[src/rtl/assert_macros.svh]
// ----------------------------------------------------------------------------
// assert_macros
// Assertion macros shared by the RTL files; empty when synthesizing.
// ----------------------------------------------------------------------------
`ifndef ASSERT_MACROS_SVH
`define ASSERT_MACROS_SVH
`ifndef SYNTHESIS
`define ASSERT_IMPLIES(label, clk, rst_n, a, b) \
    label: assert property (@(posedge clk) disable iff (!rst_n) (a) |-> (b)) \
        else $error("assertion failed");
`define ASSERT_NEXT(label, clk, rst_n, a, b) \
    label: assert property (@(posedge clk) disable iff (!rst_n) (a) |=> (b)) \
        else $error("assertion failed");
`else
`define ASSERT_IMPLIES(label, clk, rst_n, a, b)
`define ASSERT_NEXT(label, clk, rst_n, a, b)
`endif
`endif

[src/rtl/hmd_pkg.sv]
// ----------------------------------------------------------------------------
// hmd_pkg
// Shared types and constants of the history message decoder.
// ----------------------------------------------------------------------------
package hmd_pkg;

    localparam int unsigned DefaultCapacity = 32;
    localparam logic [6:0] VarintPayloadMask = 7'h7F;
    localparam logic [2:0] WireTypeMask = 3'h7;

    // Wire types that the parser can skip or open.
    localparam logic [2:0] WT_VARINT  = 3'd0;
    localparam logic [2:0] WT_FIXED64 = 3'd1;
    localparam logic [2:0] WT_LENGTH  = 3'd2;
    localparam logic [2:0] WT_FIXED32 = 3'd5;

    typedef enum logic [2:0] {
        PH_TAG      = 3'd0,
        PH_LEN      = 3'd1,
        PH_SKIPVAR  = 3'd2,
        PH_SKIPBYTES = 3'd3,
        PH_ARRAY    = 3'd4,
        PH_STOPPED  = 3'd5
    } phase_t;

    typedef enum logic [2:0] {
        TGT_BASS    = 3'd0,
        TGT_LOWMID  = 3'd1,
        TGT_HIGHMID = 3'd2,
        TGT_TREBLE  = 3'd3,
        TGT_REGION  = 3'd4,
        TGT_SKIP    = 3'd5
    } target_t;

    localparam logic [1:0] ST_OK = 2'd0;
    localparam logic [1:0] ST_OVERRUN = 2'd1;
    localparam logic [1:0] ST_MALFORMED = 2'd2;

    // One classified event from the front parser to the emitter.
    typedef struct packed {
        logic        has_word;
        logic [1:0]  band;
        logic [7:0]  index;
        logic [31:0] word;
        logic        has_end;
        logic [1:0]  status;
    } event_t;

    function automatic logic [31:0] sat_add(input logic [31:0] a, input logic [31:0] b);
        logic [32:0] s;
        s = {1'b0, a} + {1'b0, b};
        return s[32] ? 32'hFFFF_FFFF : s[31:0];
    endfunction

endpackage

[src/rtl/hmd_parser.sv]
// ----------------------------------------------------------------------------
// hmd_parser
// Front part: walks the wire format one byte per transaction and emits events.
// ----------------------------------------------------------------------------
`include "assert_macros.svh"
module hmd_parser #(
    parameter int unsigned BASS_CAPACITY    = hmd_pkg::DefaultCapacity,
    parameter int unsigned LOWMID_CAPACITY  = hmd_pkg::DefaultCapacity,
    parameter int unsigned HIGHMID_CAPACITY = hmd_pkg::DefaultCapacity,
    parameter int unsigned TREBLE_CAPACITY  = hmd_pkg::DefaultCapacity
) (
    input  logic                clk,
    input  logic                rst_n,
    input  logic                in_valid,
    output logic                in_ready,
    input  logic [7:0]          byte_in,
    input  logic                last_byte,
    output logic                ev_valid,
    input  logic                ev_ready,
    output hmd_pkg::event_t     ev
);
    import hmd_pkg::*;

    phase_t      phase_reg, phase_next;
    logic [31:0] acc_reg, acc_next;
    logic [2:0]  vcnt_reg, vcnt_next;
    logic [31:0] pos_reg, pos_next;
    logic [31:0] rend_reg, rend_next;
    logic        inreg_reg, inreg_next;
    logic [31:0] aend_reg, aend_next;
    target_t     band_reg, band_next;
    logic [23:0] wasm_reg, wasm_next;
    logic [1:0]  wcnt_reg, wcnt_next;
    logic [8:0]  fill_reg [4];
    logic [8:0]  fill_next [4];
    logic [1:0]  stop_reg, stop_next;
    event_t      ev_reg, ev_next;
    logic        evv_reg, evv_next;

    logic        take;
    logic [31:0] vacc;
    logic        vdone, vbad;
    logic [2:0]  wt;
    logic [31:0] vend;
    logic [1:0]  bidx;
    logic [8:0]  cap;
    logic        elem_done;
    phase_t      ph_fin;

    assign in_ready = !evv_reg || ev_ready;
    assign take = in_valid && in_ready;
    assign ev_valid = evv_reg;
    assign ev = ev_reg;

    always_comb
    begin
        bidx = band_reg[1:0];
        case (bidx)
            2'd0: cap = 9'(BASS_CAPACITY);
            2'd1: cap = 9'(LOWMID_CAPACITY);
            2'd2: cap = 9'(HIGHMID_CAPACITY);
            default: cap = 9'(TREBLE_CAPACITY);
        endcase
    end

    always_comb
    begin
        phase_next = phase_reg;
        acc_next = acc_reg;
        vcnt_next = vcnt_reg;
        pos_next = pos_reg;
        rend_next = rend_reg;
        inreg_next = inreg_reg;
        aend_next = aend_reg;
        band_next = band_reg;
        wasm_next = wasm_reg;
        wcnt_next = wcnt_reg;
        stop_next = stop_reg;
        for (int i = 0; i < 4; i++) fill_next[i] = fill_reg[i];
        ev_next = '0;
        evv_next = evv_reg && !ev_ready;
        vacc = acc_reg;
        vdone = 1'b0;
        vbad = 1'b0;
        elem_done = 1'b0;
        wt = '0;
        vend = '0;
        ph_fin = phase_reg;
        if (take)
        begin
            pos_next = sat_add(pos_reg, 32'd1);
            case (phase_reg)
                PH_TAG, PH_LEN, PH_SKIPVAR:
                begin
                    case (vcnt_reg)
                        3'd0: vacc = acc_reg | {25'd0, byte_in[6:0] & VarintPayloadMask};
                        3'd1: vacc = acc_reg | {18'd0, byte_in[6:0], 7'd0};
                        3'd2: vacc = acc_reg | {11'd0, byte_in[6:0], 14'd0};
                        3'd3: vacc = acc_reg | {4'd0, byte_in[6:0], 21'd0};
                        3'd4: vacc = acc_reg | {byte_in[3:0], 28'd0};
                        default: vacc = acc_reg;
                    endcase
                    acc_next = vacc;
                    if (!byte_in[7])
                    begin
                        vcnt_next = '0;
                        vdone = 1'b1;
                    end
                    else if (vcnt_reg >= 3'd4)
                        vbad = 1'b1;
                    else
                        vcnt_next = vcnt_reg + 3'd1;
                    vend = sat_add(pos_next, vacc);
                    wt = vacc[2:0] & WireTypeMask;
                    if (vbad)
                    begin
                        phase_next = PH_STOPPED;
                        stop_next = ST_MALFORMED;
                    end
                    else if (vdone)
                    begin
                        acc_next = '0;
                        if (phase_reg == PH_TAG)
                        begin
                            case (wt)
                                WT_LENGTH:
                                begin
                                    if (!inreg_reg)
                                        band_next = (vacc[31:3] == 29'd1) ? TGT_REGION : TGT_SKIP;
                                    else if (vacc[31:3] >= 29'd1 && vacc[31:3] <= 29'd4)
                                        band_next = target_t'(3'(vacc[4:3] - 2'd1));
                                    else
                                        band_next = TGT_SKIP;
                                    phase_next = PH_LEN;
                                end
                                WT_VARINT: phase_next = PH_SKIPVAR;
                                WT_FIXED64:
                                begin
                                    aend_next = sat_add(pos_next, 32'd8);
                                    phase_next = PH_SKIPBYTES;
                                end
                                WT_FIXED32:
                                begin
                                    aend_next = sat_add(pos_next, 32'd4);
                                    phase_next = PH_SKIPBYTES;
                                end
                                default:
                                begin
                                    phase_next = PH_STOPPED;
                                    stop_next = ST_MALFORMED;
                                end
                            endcase
                        end
                        else if (phase_reg == PH_LEN)
                        begin
                            if (band_reg == TGT_REGION)
                            begin
                                rend_next = vend;
                                inreg_next = (vacc != 32'd0);
                                phase_next = PH_TAG;
                            end
                            else
                            begin
                                aend_next = vend;
                                if (band_reg != TGT_SKIP)
                                begin
                                    fill_next[bidx] = '0;
                                    wasm_next = '0;
                                    wcnt_next = '0;
                                end
                                if (vacc != 32'd0)
                                    phase_next = (band_reg == TGT_SKIP) ? PH_SKIPBYTES : PH_ARRAY;
                                else
                                    elem_done = 1'b1;
                            end
                        end
                        else
                            elem_done = 1'b1;
                    end
                end
                PH_SKIPBYTES:
                    if (pos_next >= aend_reg) elem_done = 1'b1;
                PH_ARRAY:
                begin
                    if (wcnt_reg == 2'd3)
                    begin
                        if (fill_reg[bidx] < cap)
                        begin
                            ev_next.has_word = 1'b1;
                            ev_next.band = bidx;
                            ev_next.index = fill_reg[bidx][7:0];
                            ev_next.word = {byte_in, wasm_reg};
                            fill_next[bidx] = fill_reg[bidx] + 9'd1;
                        end
                        wasm_next = '0;
                        wcnt_next = '0;
                    end
                    else
                    begin
                        case (wcnt_reg)
                            2'd0: wasm_next = {wasm_reg[23:8], byte_in};
                            2'd1: wasm_next = {wasm_reg[23:16], byte_in, wasm_reg[7:0]};
                            default: wasm_next = {byte_in, wasm_reg[15:0]};
                        endcase
                        wcnt_next = wcnt_reg + 2'd1;
                    end
                    if (pos_next >= aend_reg)
                    begin
                        wasm_next = '0;
                        wcnt_next = '0;
                        elem_done = 1'b1;
                    end
                end
                default: ;
            endcase
            if (elem_done)
            begin
                phase_next = PH_TAG;
                if (inreg_reg && pos_next >= rend_reg) inreg_next = 1'b0;
            end
            ph_fin = phase_next;
            if (last_byte)
            begin
                ev_next.has_end = 1'b1;
                if (stop_next == ST_MALFORMED || ph_fin == PH_LEN || ph_fin == PH_SKIPVAR
                    || (ph_fin == PH_TAG && vcnt_next != 3'd0))
                    ev_next.status = ST_MALFORMED;
                else if (ph_fin == PH_SKIPBYTES || ph_fin == PH_ARRAY || inreg_next)
                    ev_next.status = ST_OVERRUN;
                else
                    ev_next.status = ST_OK;
                phase_next = PH_TAG;
                acc_next = '0;
                vcnt_next = '0;
                pos_next = '0;
                rend_next = '0;
                inreg_next = 1'b0;
                aend_next = '0;
                band_next = TGT_BASS;
                wasm_next = '0;
                wcnt_next = '0;
                stop_next = ST_OK;
                for (int i = 0; i < 4; i++) fill_next[i] = '0;
            end
            evv_next = ev_next.has_word || ev_next.has_end;
        end
    end

    always_ff @(posedge clk or negedge rst_n)
    begin
        if (!rst_n)
        begin
            phase_reg <= PH_TAG;
            acc_reg <= '0;
            vcnt_reg <= '0;
            pos_reg <= '0;
            rend_reg <= '0;
            inreg_reg <= 1'b0;
            aend_reg <= '0;
            band_reg <= TGT_BASS;
            wasm_reg <= '0;
            wcnt_reg <= '0;
            stop_reg <= ST_OK;
            for (int i = 0; i < 4; i++) fill_reg[i] <= '0;
            evv_reg <= 1'b0;
        end
        else
        begin
            phase_reg <= phase_next;
            acc_reg <= acc_next;
            vcnt_reg <= vcnt_next;
            pos_reg <= pos_next;
            rend_reg <= rend_next;
            inreg_reg <= inreg_next;
            aend_reg <= aend_next;
            band_reg <= band_next;
            wasm_reg <= wasm_next;
            wcnt_reg <= wcnt_next;
            stop_reg <= stop_next;
            for (int i = 0; i < 4; i++) fill_reg[i] <= fill_next[i];
            evv_reg <= evv_next;
        end
    end

    always_ff @(posedge clk)
    begin
        if (take) ev_reg <= ev_next;
    end

    `ASSERT_IMPLIES(a_stop_status, clk, rst_n, phase_reg == PH_STOPPED, stop_reg == ST_MALFORMED)
    `ASSERT_IMPLIES(a_ev_nonempty, clk, rst_n, evv_reg, ev_reg.has_word || ev_reg.has_end)
    `ASSERT_NEXT(a_last_resets, clk, rst_n, take && last_byte, pos_reg == 32'd0)
endmodule

[src/rtl/hmd_emitter.sv]
// ----------------------------------------------------------------------------
// hmd_emitter
// Back part: queues events and splits each into one or two result transactions.
// ----------------------------------------------------------------------------
`include "assert_macros.svh"
module hmd_emitter (
    input  logic             clk,
    input  logic             rst_n,
    input  logic             ev_valid,
    output logic             ev_ready,
    input  hmd_pkg::event_t  ev,
    output logic             out_valid,
    input  logic             out_ready,
    output logic [47:0]      out_data,
    output logic             out_kind,
    output logic             out_last
);
    import hmd_pkg::*;

    event_t     q_mem [4];
    logic [1:0] wp_reg, wp_next, rp_reg, rp_next;
    logic [2:0] cnt_reg, cnt_next;
    logic       half_reg, half_next;
    event_t     head;
    logic       pop, push, end_now;

    assign head = q_mem[rp_reg];
    assign ev_ready = cnt_reg != 3'd4;
    assign push = ev_valid && ev_ready;
    assign out_valid = cnt_reg != 3'd0;
    // A word with an end report goes out as the word first, then the report.
    assign end_now = !head.has_word || half_reg;
    assign pop = out_valid && out_ready && (end_now || !head.has_end);

    always_comb
    begin
        out_data = '0;
        if (end_now)
            out_data[43:42] = head.status;
        else
        begin
            out_data[1:0] = head.band;
            out_data[9:2] = head.index;
            out_data[41:10] = head.word;
        end
        out_kind = end_now;
        out_last = end_now || !head.has_end;
        wp_next = push ? wp_reg + 2'd1 : wp_reg;
        rp_next = pop ? rp_reg + 2'd1 : rp_reg;
        cnt_next = cnt_reg + {2'd0, push} - {2'd0, pop};
        half_next = half_reg;
        if (out_valid && out_ready) half_next = !pop;
    end

    always_ff @(posedge clk or negedge rst_n)
    begin
        if (!rst_n)
        begin
            wp_reg <= '0;
            rp_reg <= '0;
            cnt_reg <= '0;
            half_reg <= 1'b0;
        end
        else
        begin
            wp_reg <= wp_next;
            rp_reg <= rp_next;
            cnt_reg <= cnt_next;
            half_reg <= half_next;
        end
    end

    always_ff @(posedge clk)
    begin
        if (push) q_mem[wp_reg] <= ev;
    end

    `ASSERT_IMPLIES(a_cnt_max, clk, rst_n, 1'b1, cnt_reg <= 3'd4)
    `ASSERT_IMPLIES(a_half_both, clk, rst_n, half_reg, out_valid && head.has_word && head.has_end)
    `ASSERT_NEXT(a_half_then_pop, clk, rst_n, out_valid && out_ready && !pop, half_reg)
endmodule

[src/rtl/history_message_decoder.sv]
// ----------------------------------------------------------------------------
// history_message_decoder
// Wire-format message decoder that extracts per-band sample words.
// ----------------------------------------------------------------------------
//  Channel | Direction | Transaction
//  s_axis  | in        | one message byte, tlast on the final byte
//  m_axis  | out       | one sample word or one end-of-message report (tuser)
//
// The parser takes one byte per cycle while its event register is empty or
// the emitter queue has room; results pass through that register, then the queue.
// A final byte that completes a word gives two result transactions, which
// the emitter drains from a four-entry event queue while bytes keep flowing.
// rst_n clears all parse state and the queue. Either side may stall freely.
// ----------------------------------------------------------------------------
module history_message_decoder #(
    parameter int unsigned BASS_CAPACITY    = hmd_pkg::DefaultCapacity,
    parameter int unsigned LOWMID_CAPACITY  = hmd_pkg::DefaultCapacity,
    parameter int unsigned HIGHMID_CAPACITY = hmd_pkg::DefaultCapacity,
    parameter int unsigned TREBLE_CAPACITY  = hmd_pkg::DefaultCapacity
) (
    input  logic        clk,
    input  logic        rst_n,
    input  logic        s_axis_tvalid,
    output logic        s_axis_tready,
    input  logic [7:0]  s_axis_tdata,   // byte_in
    input  logic        s_axis_tlast,   // last_byte
    output logic        m_axis_tvalid,
    input  logic        m_axis_tready,
    // band, element_index, sample_bits, status, zero pad
    output logic [47:0] m_axis_tdata,
    output logic        m_axis_tuser,   // kind
    output logic        m_axis_tlast    // final_res
);
    import hmd_pkg::*;

    event_t ev;
    logic   ev_valid, ev_ready;

    hmd_parser #(
        .BASS_CAPACITY(BASS_CAPACITY),
        .LOWMID_CAPACITY(LOWMID_CAPACITY),
        .HIGHMID_CAPACITY(HIGHMID_CAPACITY),
        .TREBLE_CAPACITY(TREBLE_CAPACITY)
    ) u_parser (
        .clk(clk), .rst_n(rst_n),
        .in_valid(s_axis_tvalid), .in_ready(s_axis_tready),
        .byte_in(s_axis_tdata), .last_byte(s_axis_tlast),
        .ev_valid(ev_valid), .ev_ready(ev_ready), .ev(ev)
    );

    // The emitter drives the result fields straight onto the output stream.
    hmd_emitter u_emitter (
        .clk(clk), .rst_n(rst_n),
        .ev_valid(ev_valid), .ev_ready(ev_ready), .ev(ev),
        .out_valid(m_axis_tvalid), .out_ready(m_axis_tready),
        .out_data(m_axis_tdata), .out_kind(m_axis_tuser), .out_last(m_axis_tlast)
    );
endmodule
[config.mk]
export PLATFORM = sky130hd
export DESIGN_NAME = history_message_decoder
export DESIGN_NICKNAME = d
export VERILOG_FILES = /design/src/rtl/hmd_pkg.sv /design/src/rtl/hmd_parser.sv /design/src/rtl/hmd_emitter.sv /design/src/rtl/history_message_decoder.sv
export VERILOG_INCLUDE_DIRS = /design/src /design/src/rtl
export SDC_FILE = /design/constraint.sdc
export NUM_CORES = 1
export LEC_CHECK = 0
export BUFFER_PORTS_ARGS = -buffer_cell sky130_fd_sc_hd__buf_2
export CORE_UTILIZATION = 50
export CTS_CLUSTER_DIAMETER = 60
export DETAILED_ROUTE_END_ITERATION = 10
export GPL_TIMING_DRIVEN = 1
export MAX_ROUTING_LAYER = met4
export PLACE_DENSITY = 0.62
export SETUP_SLACK_MARGIN = 0.3
export SLEW_MARGIN = 20
export SYNTH_ARGS = -nofsm -noshare
export SYNTH_HDL_FRONTEND = slang
export SYNTH_SLANG_ARGS = --single-unit
[constraint.sdc]
create_clock -name clk -period 8.6 [get_ports clk]
set_input_delay 1.29 -clock clk [delete_from_list [all_inputs] [get_ports clk]]
set_output_delay 1.29 -clock clk [all_outputs]
set_load 0.1 [all_outputs]
==> impl_metrics.py <==
metrics = {
    "layout": {
        "nNetsFinal": 2366,
        "drive_above_1_share_pct": 12.5,
        "n_fill_cell": 4039,
        "final_common_cell": "edfxtp_1",
        "syn2layout_area_growth_pct": 11.0,
        "insertedDiodeCount": 0,
        "largest_reg_flops": 184,
        "final_cell_mix": "edfxtp_1 (230), dfrtp_1 (209), nand2_1 (190)",
    },
    "synth": {
        "synth_top_area_share_pct": 28.5,
        "synth_edf_count": 230,
        "synth_top_cell_by_area": "edfxtp_1",
        "ys_ff_latch": 441,
        "syn_inst": 2213,
        "synth_seq_area_share_pct": 50.3,
        "yosys_most_used_dff": "edfxtp_1",
        "ys_types": 85,
        "synthArstFlopShare_pct": 47.8,
        "avgSynthCellArea_um2": 10.9,
        "synth-warning-count": 0,
        "synth_area_um2": 24200,
        "yosys-top-cells-area": "edfxtp_1 (29%), dfrtp_1 (22%), ha_1 (6.1%), mux4_2 (4.8%), o21ai_0 (3.0%)",
    },
    "power_and_ir_drop": {
        "clock_power_share_pct": 27.3,
        "power_switching_mw": 3.47,
        "peakVddDrop_v": 0.000165,
        "p_comb_share_pct": 40.2,
        "netSwitchingFraction_pct": 41.6,
        "p_int_mw": 4.87,
        "seqPwrFrac_pct": 32.5,
        "powerDensity_nw_per_um2": 311,
        "p_leak_nw": 11.2,
    },
    "sta": {
        "worst_slew_pin_slew_ns": 1.09,
        "relSlewSlack_pct": 26.7,
        "fin_skew_ns": 0.0320,
        "fmax_mhz": 152,
        "finalMaxSlewViolations": 0,
        "hold_viol": 0,
        "period_needed_ns": 6.60,
        "rsz0062_at_grt": "no",
        "setup_ws_ns": 2.00,
        "finalCritPeriodShare_pct": 76.7,
        "fin_setup_tns_ns": 0,
        "finalSetupViolCount": 0,
    },
    "place": {
        "dpl_worst_slack_ns": 2.10,
        "dp.final_hpwl_um": 45100,
        "gp_congestion": 0.932,
        "port_buffers": 60,
    },
    "route": {
        "vias": 18039,
        "ant_nets": 0,
        "drc": 0,
        "firstDrtPassIters": 5,
        "routed_via_density": 6.24,
        "drt_wl_total_um": 65600,
        "wl_per_cell_um": 22.7,
        "drt_iter0_markers": 1388,
    },
    "worst_setup_path": {
        "cp-end-kind": "register",
        "crit_path_max_fanout": 11,
        "critPathMaxStageDelay_ns": 0.72,
        "rr_startpoint": "u_parser.pos_reg[0]",
        "critical_path_required_ns": 9.13,
        "path_delay_family": "simple AND/OR/NAND/NOR gates",
        "crit_buf_inv": 1,
        "path_cells": "ha_1, nand4_1, nor3_2, nand4_1, mux2i_1, inv_1, ha_1, a21o_1, a21o_1, a211oi_1, o21ai_0, a22oi_1, o21ai_0, or3_1, or2_2, nor3_1, a32o_1",
        "cp-start-kind": "register",
        "worstPathArrival_ns": 7.13,
        "critPathKind": "reg2reg",
        "crit_path_start": "u_parser.pos_reg[0]",
        "slowest_stage": "nor3_2",
    },
    "clock_network": {
        "cts-root-buf": "clkbuf_16",
        "numCtsBuffers": 51,
        "clk_latency_ns": 0.62,
        "cts.sinks": 441,
        "htreeDepth": 2,
        "cts.path.max_buffers": 3,
        "cts-resized-gates": 0,
        "cts_tree": "yes",
        "ctsHoldBuffers": 0,
        "path_clk_slew_ns": 0.06,
        "postCtsSetupBuffers": 0,
    },
    "floorplanning": {
        "die_w_um": 222,
        "rows": 80,
        "dieArea_um2": 49300,
        "initial_utilization_pct": 50.7,
        "io_pins": 65,
        "core_area_um2": 47700,
        "die_h_um": 222,
    },
    "global_routing": {
        "antenna_found_initial": 0,
        "grt_pass1_vias": 17889,
        "grt_overflow_total": 0,
        "track_usage_pct": 27.7,
        "grt_pass1_wl_um": 103000,
        "grt_max_degree": 90,
    },
    "status": {
        "run_status": "finished, final reports clean",
    },
    "flow_run": {
        "drv_cap": 0,
    },
    "hold_path": {
        "hold_path.class": "reg2reg",
        "hold_start": "u_parser.rend_reg[11]",
    },
}
==> metal layers <==
| metal | wire, um | GRT usage [%] | vias to the layer above |
|---|---|---|---|
| met5 | 0 | - | - |
| met2 | 32100 | 45.5 | 547 |
| met4 | 2060 | 9.23 | 0 |
| li1 | - | - | 8333 |
| met3 | 3210 | 3.76 | 132 |
| met1 | 28300 | 35.3 | 9027 |
==> synthesized netlist by cell type, types with 10 or more instances <==
cell / number
o211ai_1: 18
a21boi_0: 11
nor2_1: 95
nor2b_1: 62
a32o_1: 30
buf_2: 10
o31ai_1: 18
buf_1: 13
nor4_1: 28
nand4_1: 32
a31o_2: 11
nand3_1: 56
inv_1: 113
a22o_1: 50
a31oi_1: 16
xor2_1: 23
and2_1: 62
xnor2_1: 35
o21a_1: 11
or2_2: 13
a211oi_1: 18
a21oi_1: 109
or4_1: 10
dfrtp_1: 211
o22ai_1: 24
clkbuf_1: 101
nand2_1: 190
ha_1: 118
nor3_1: 33
mux2i_1: 21
nand2b_1: 14
mux4_2: 52
a21o_1: 65
o21ai_0: 147
edfxtp_1: 230
or3_1: 10
and3_1: 16
==> power groups by stage <==
stage | combinational, mW | sequential, mW | clock [mW]
after floorplan | 2.63 | 2.68 | 0
after global placement | 3.32 | 2.73 | 0
after detailed placement | 3.35 | 2.75 | 0
after CTS | 3.35 | 2.71 | 2.32
after global routing | 3.59 | 2.74 | 2.40
final | 3.36 | 2.71 | 2.28
==> cells by family (layout without fill, tap and decap cells) <==
| kind of cell | Yosys count | in the layout | share of synthesized area (%) |
|---|---|---|---|
| compound gates | 609 | 609 | 17.2 |
| fa+ha+maj | 120 | 120 | 6.26 |
| other cells | 1 | 7 | 0.0155 |
| simple gates | 657 | 657 | 14.0 |
| mux | 82 | 82 | 6.12 |
| flops | 441 | 441 | 50.3 |
| buf+inv | 245 | 302 | 3.93 |
| xor+xnor | 58 | 58 | 2.10 |
==> metrics by stage <==
stage,hold slack [ns],power [mW],instances,util (%),cell area (um2)
final,0.477,8.35,2891,56.3,26900
after global routing,0.493,8.74,2891,56.3,26900
after CTS,0.479,8.39,2890,56.3,26900
after detailed placement,0.466,6.09,2794,52.5,25100
after global placement,0.458,6.05,2794,52.5,25100
after floorplan,0.441,5.31,2219,-,24200
==> cell type report <==
class | count | area, um2 | area share, %
flip-flops and latches | 441 | 12200 | 45.4
multi-input cells | 1533 | 11100 | 41.5
clock buffers | 65 | 1400 | 5.21
well taps | 615 | 769 | 2.86
repair buffers | 91 | 556 | 2.07
inverters | 115 | 432 | 1.61
clock inverters | 31 | 385 | 1.43
==> worst paths after layout <==
| kind | to | slack (ns) | cells past startpoint |
|---|---|---|---|
| worst min-delay path | u_parser.rend_reg[11] | 0.48 | 2 |
| worst max register to register | u_parser.wasm_reg[19] | 2.00 | 17 |
| max in group asynchronous | u_parser.acc_reg[21] | 6.51 | 2 |
| worst max-delay path | u_parser.wasm_reg[19] | 2.00 | 17 |
| worst min register to register | u_parser.rend_reg[11] | 0.48 | 2 |
| min in group asynchronous | u_parser.pos_reg[26] | 0.72 | 1 |
==> tightest hold or removal path: stages (launching register included) <==
cell and delay (ns):
dfrtp_1 0.34, nand2_1 0.05, o31ai_1 0.06
Power figures use the tool's default switching activity.
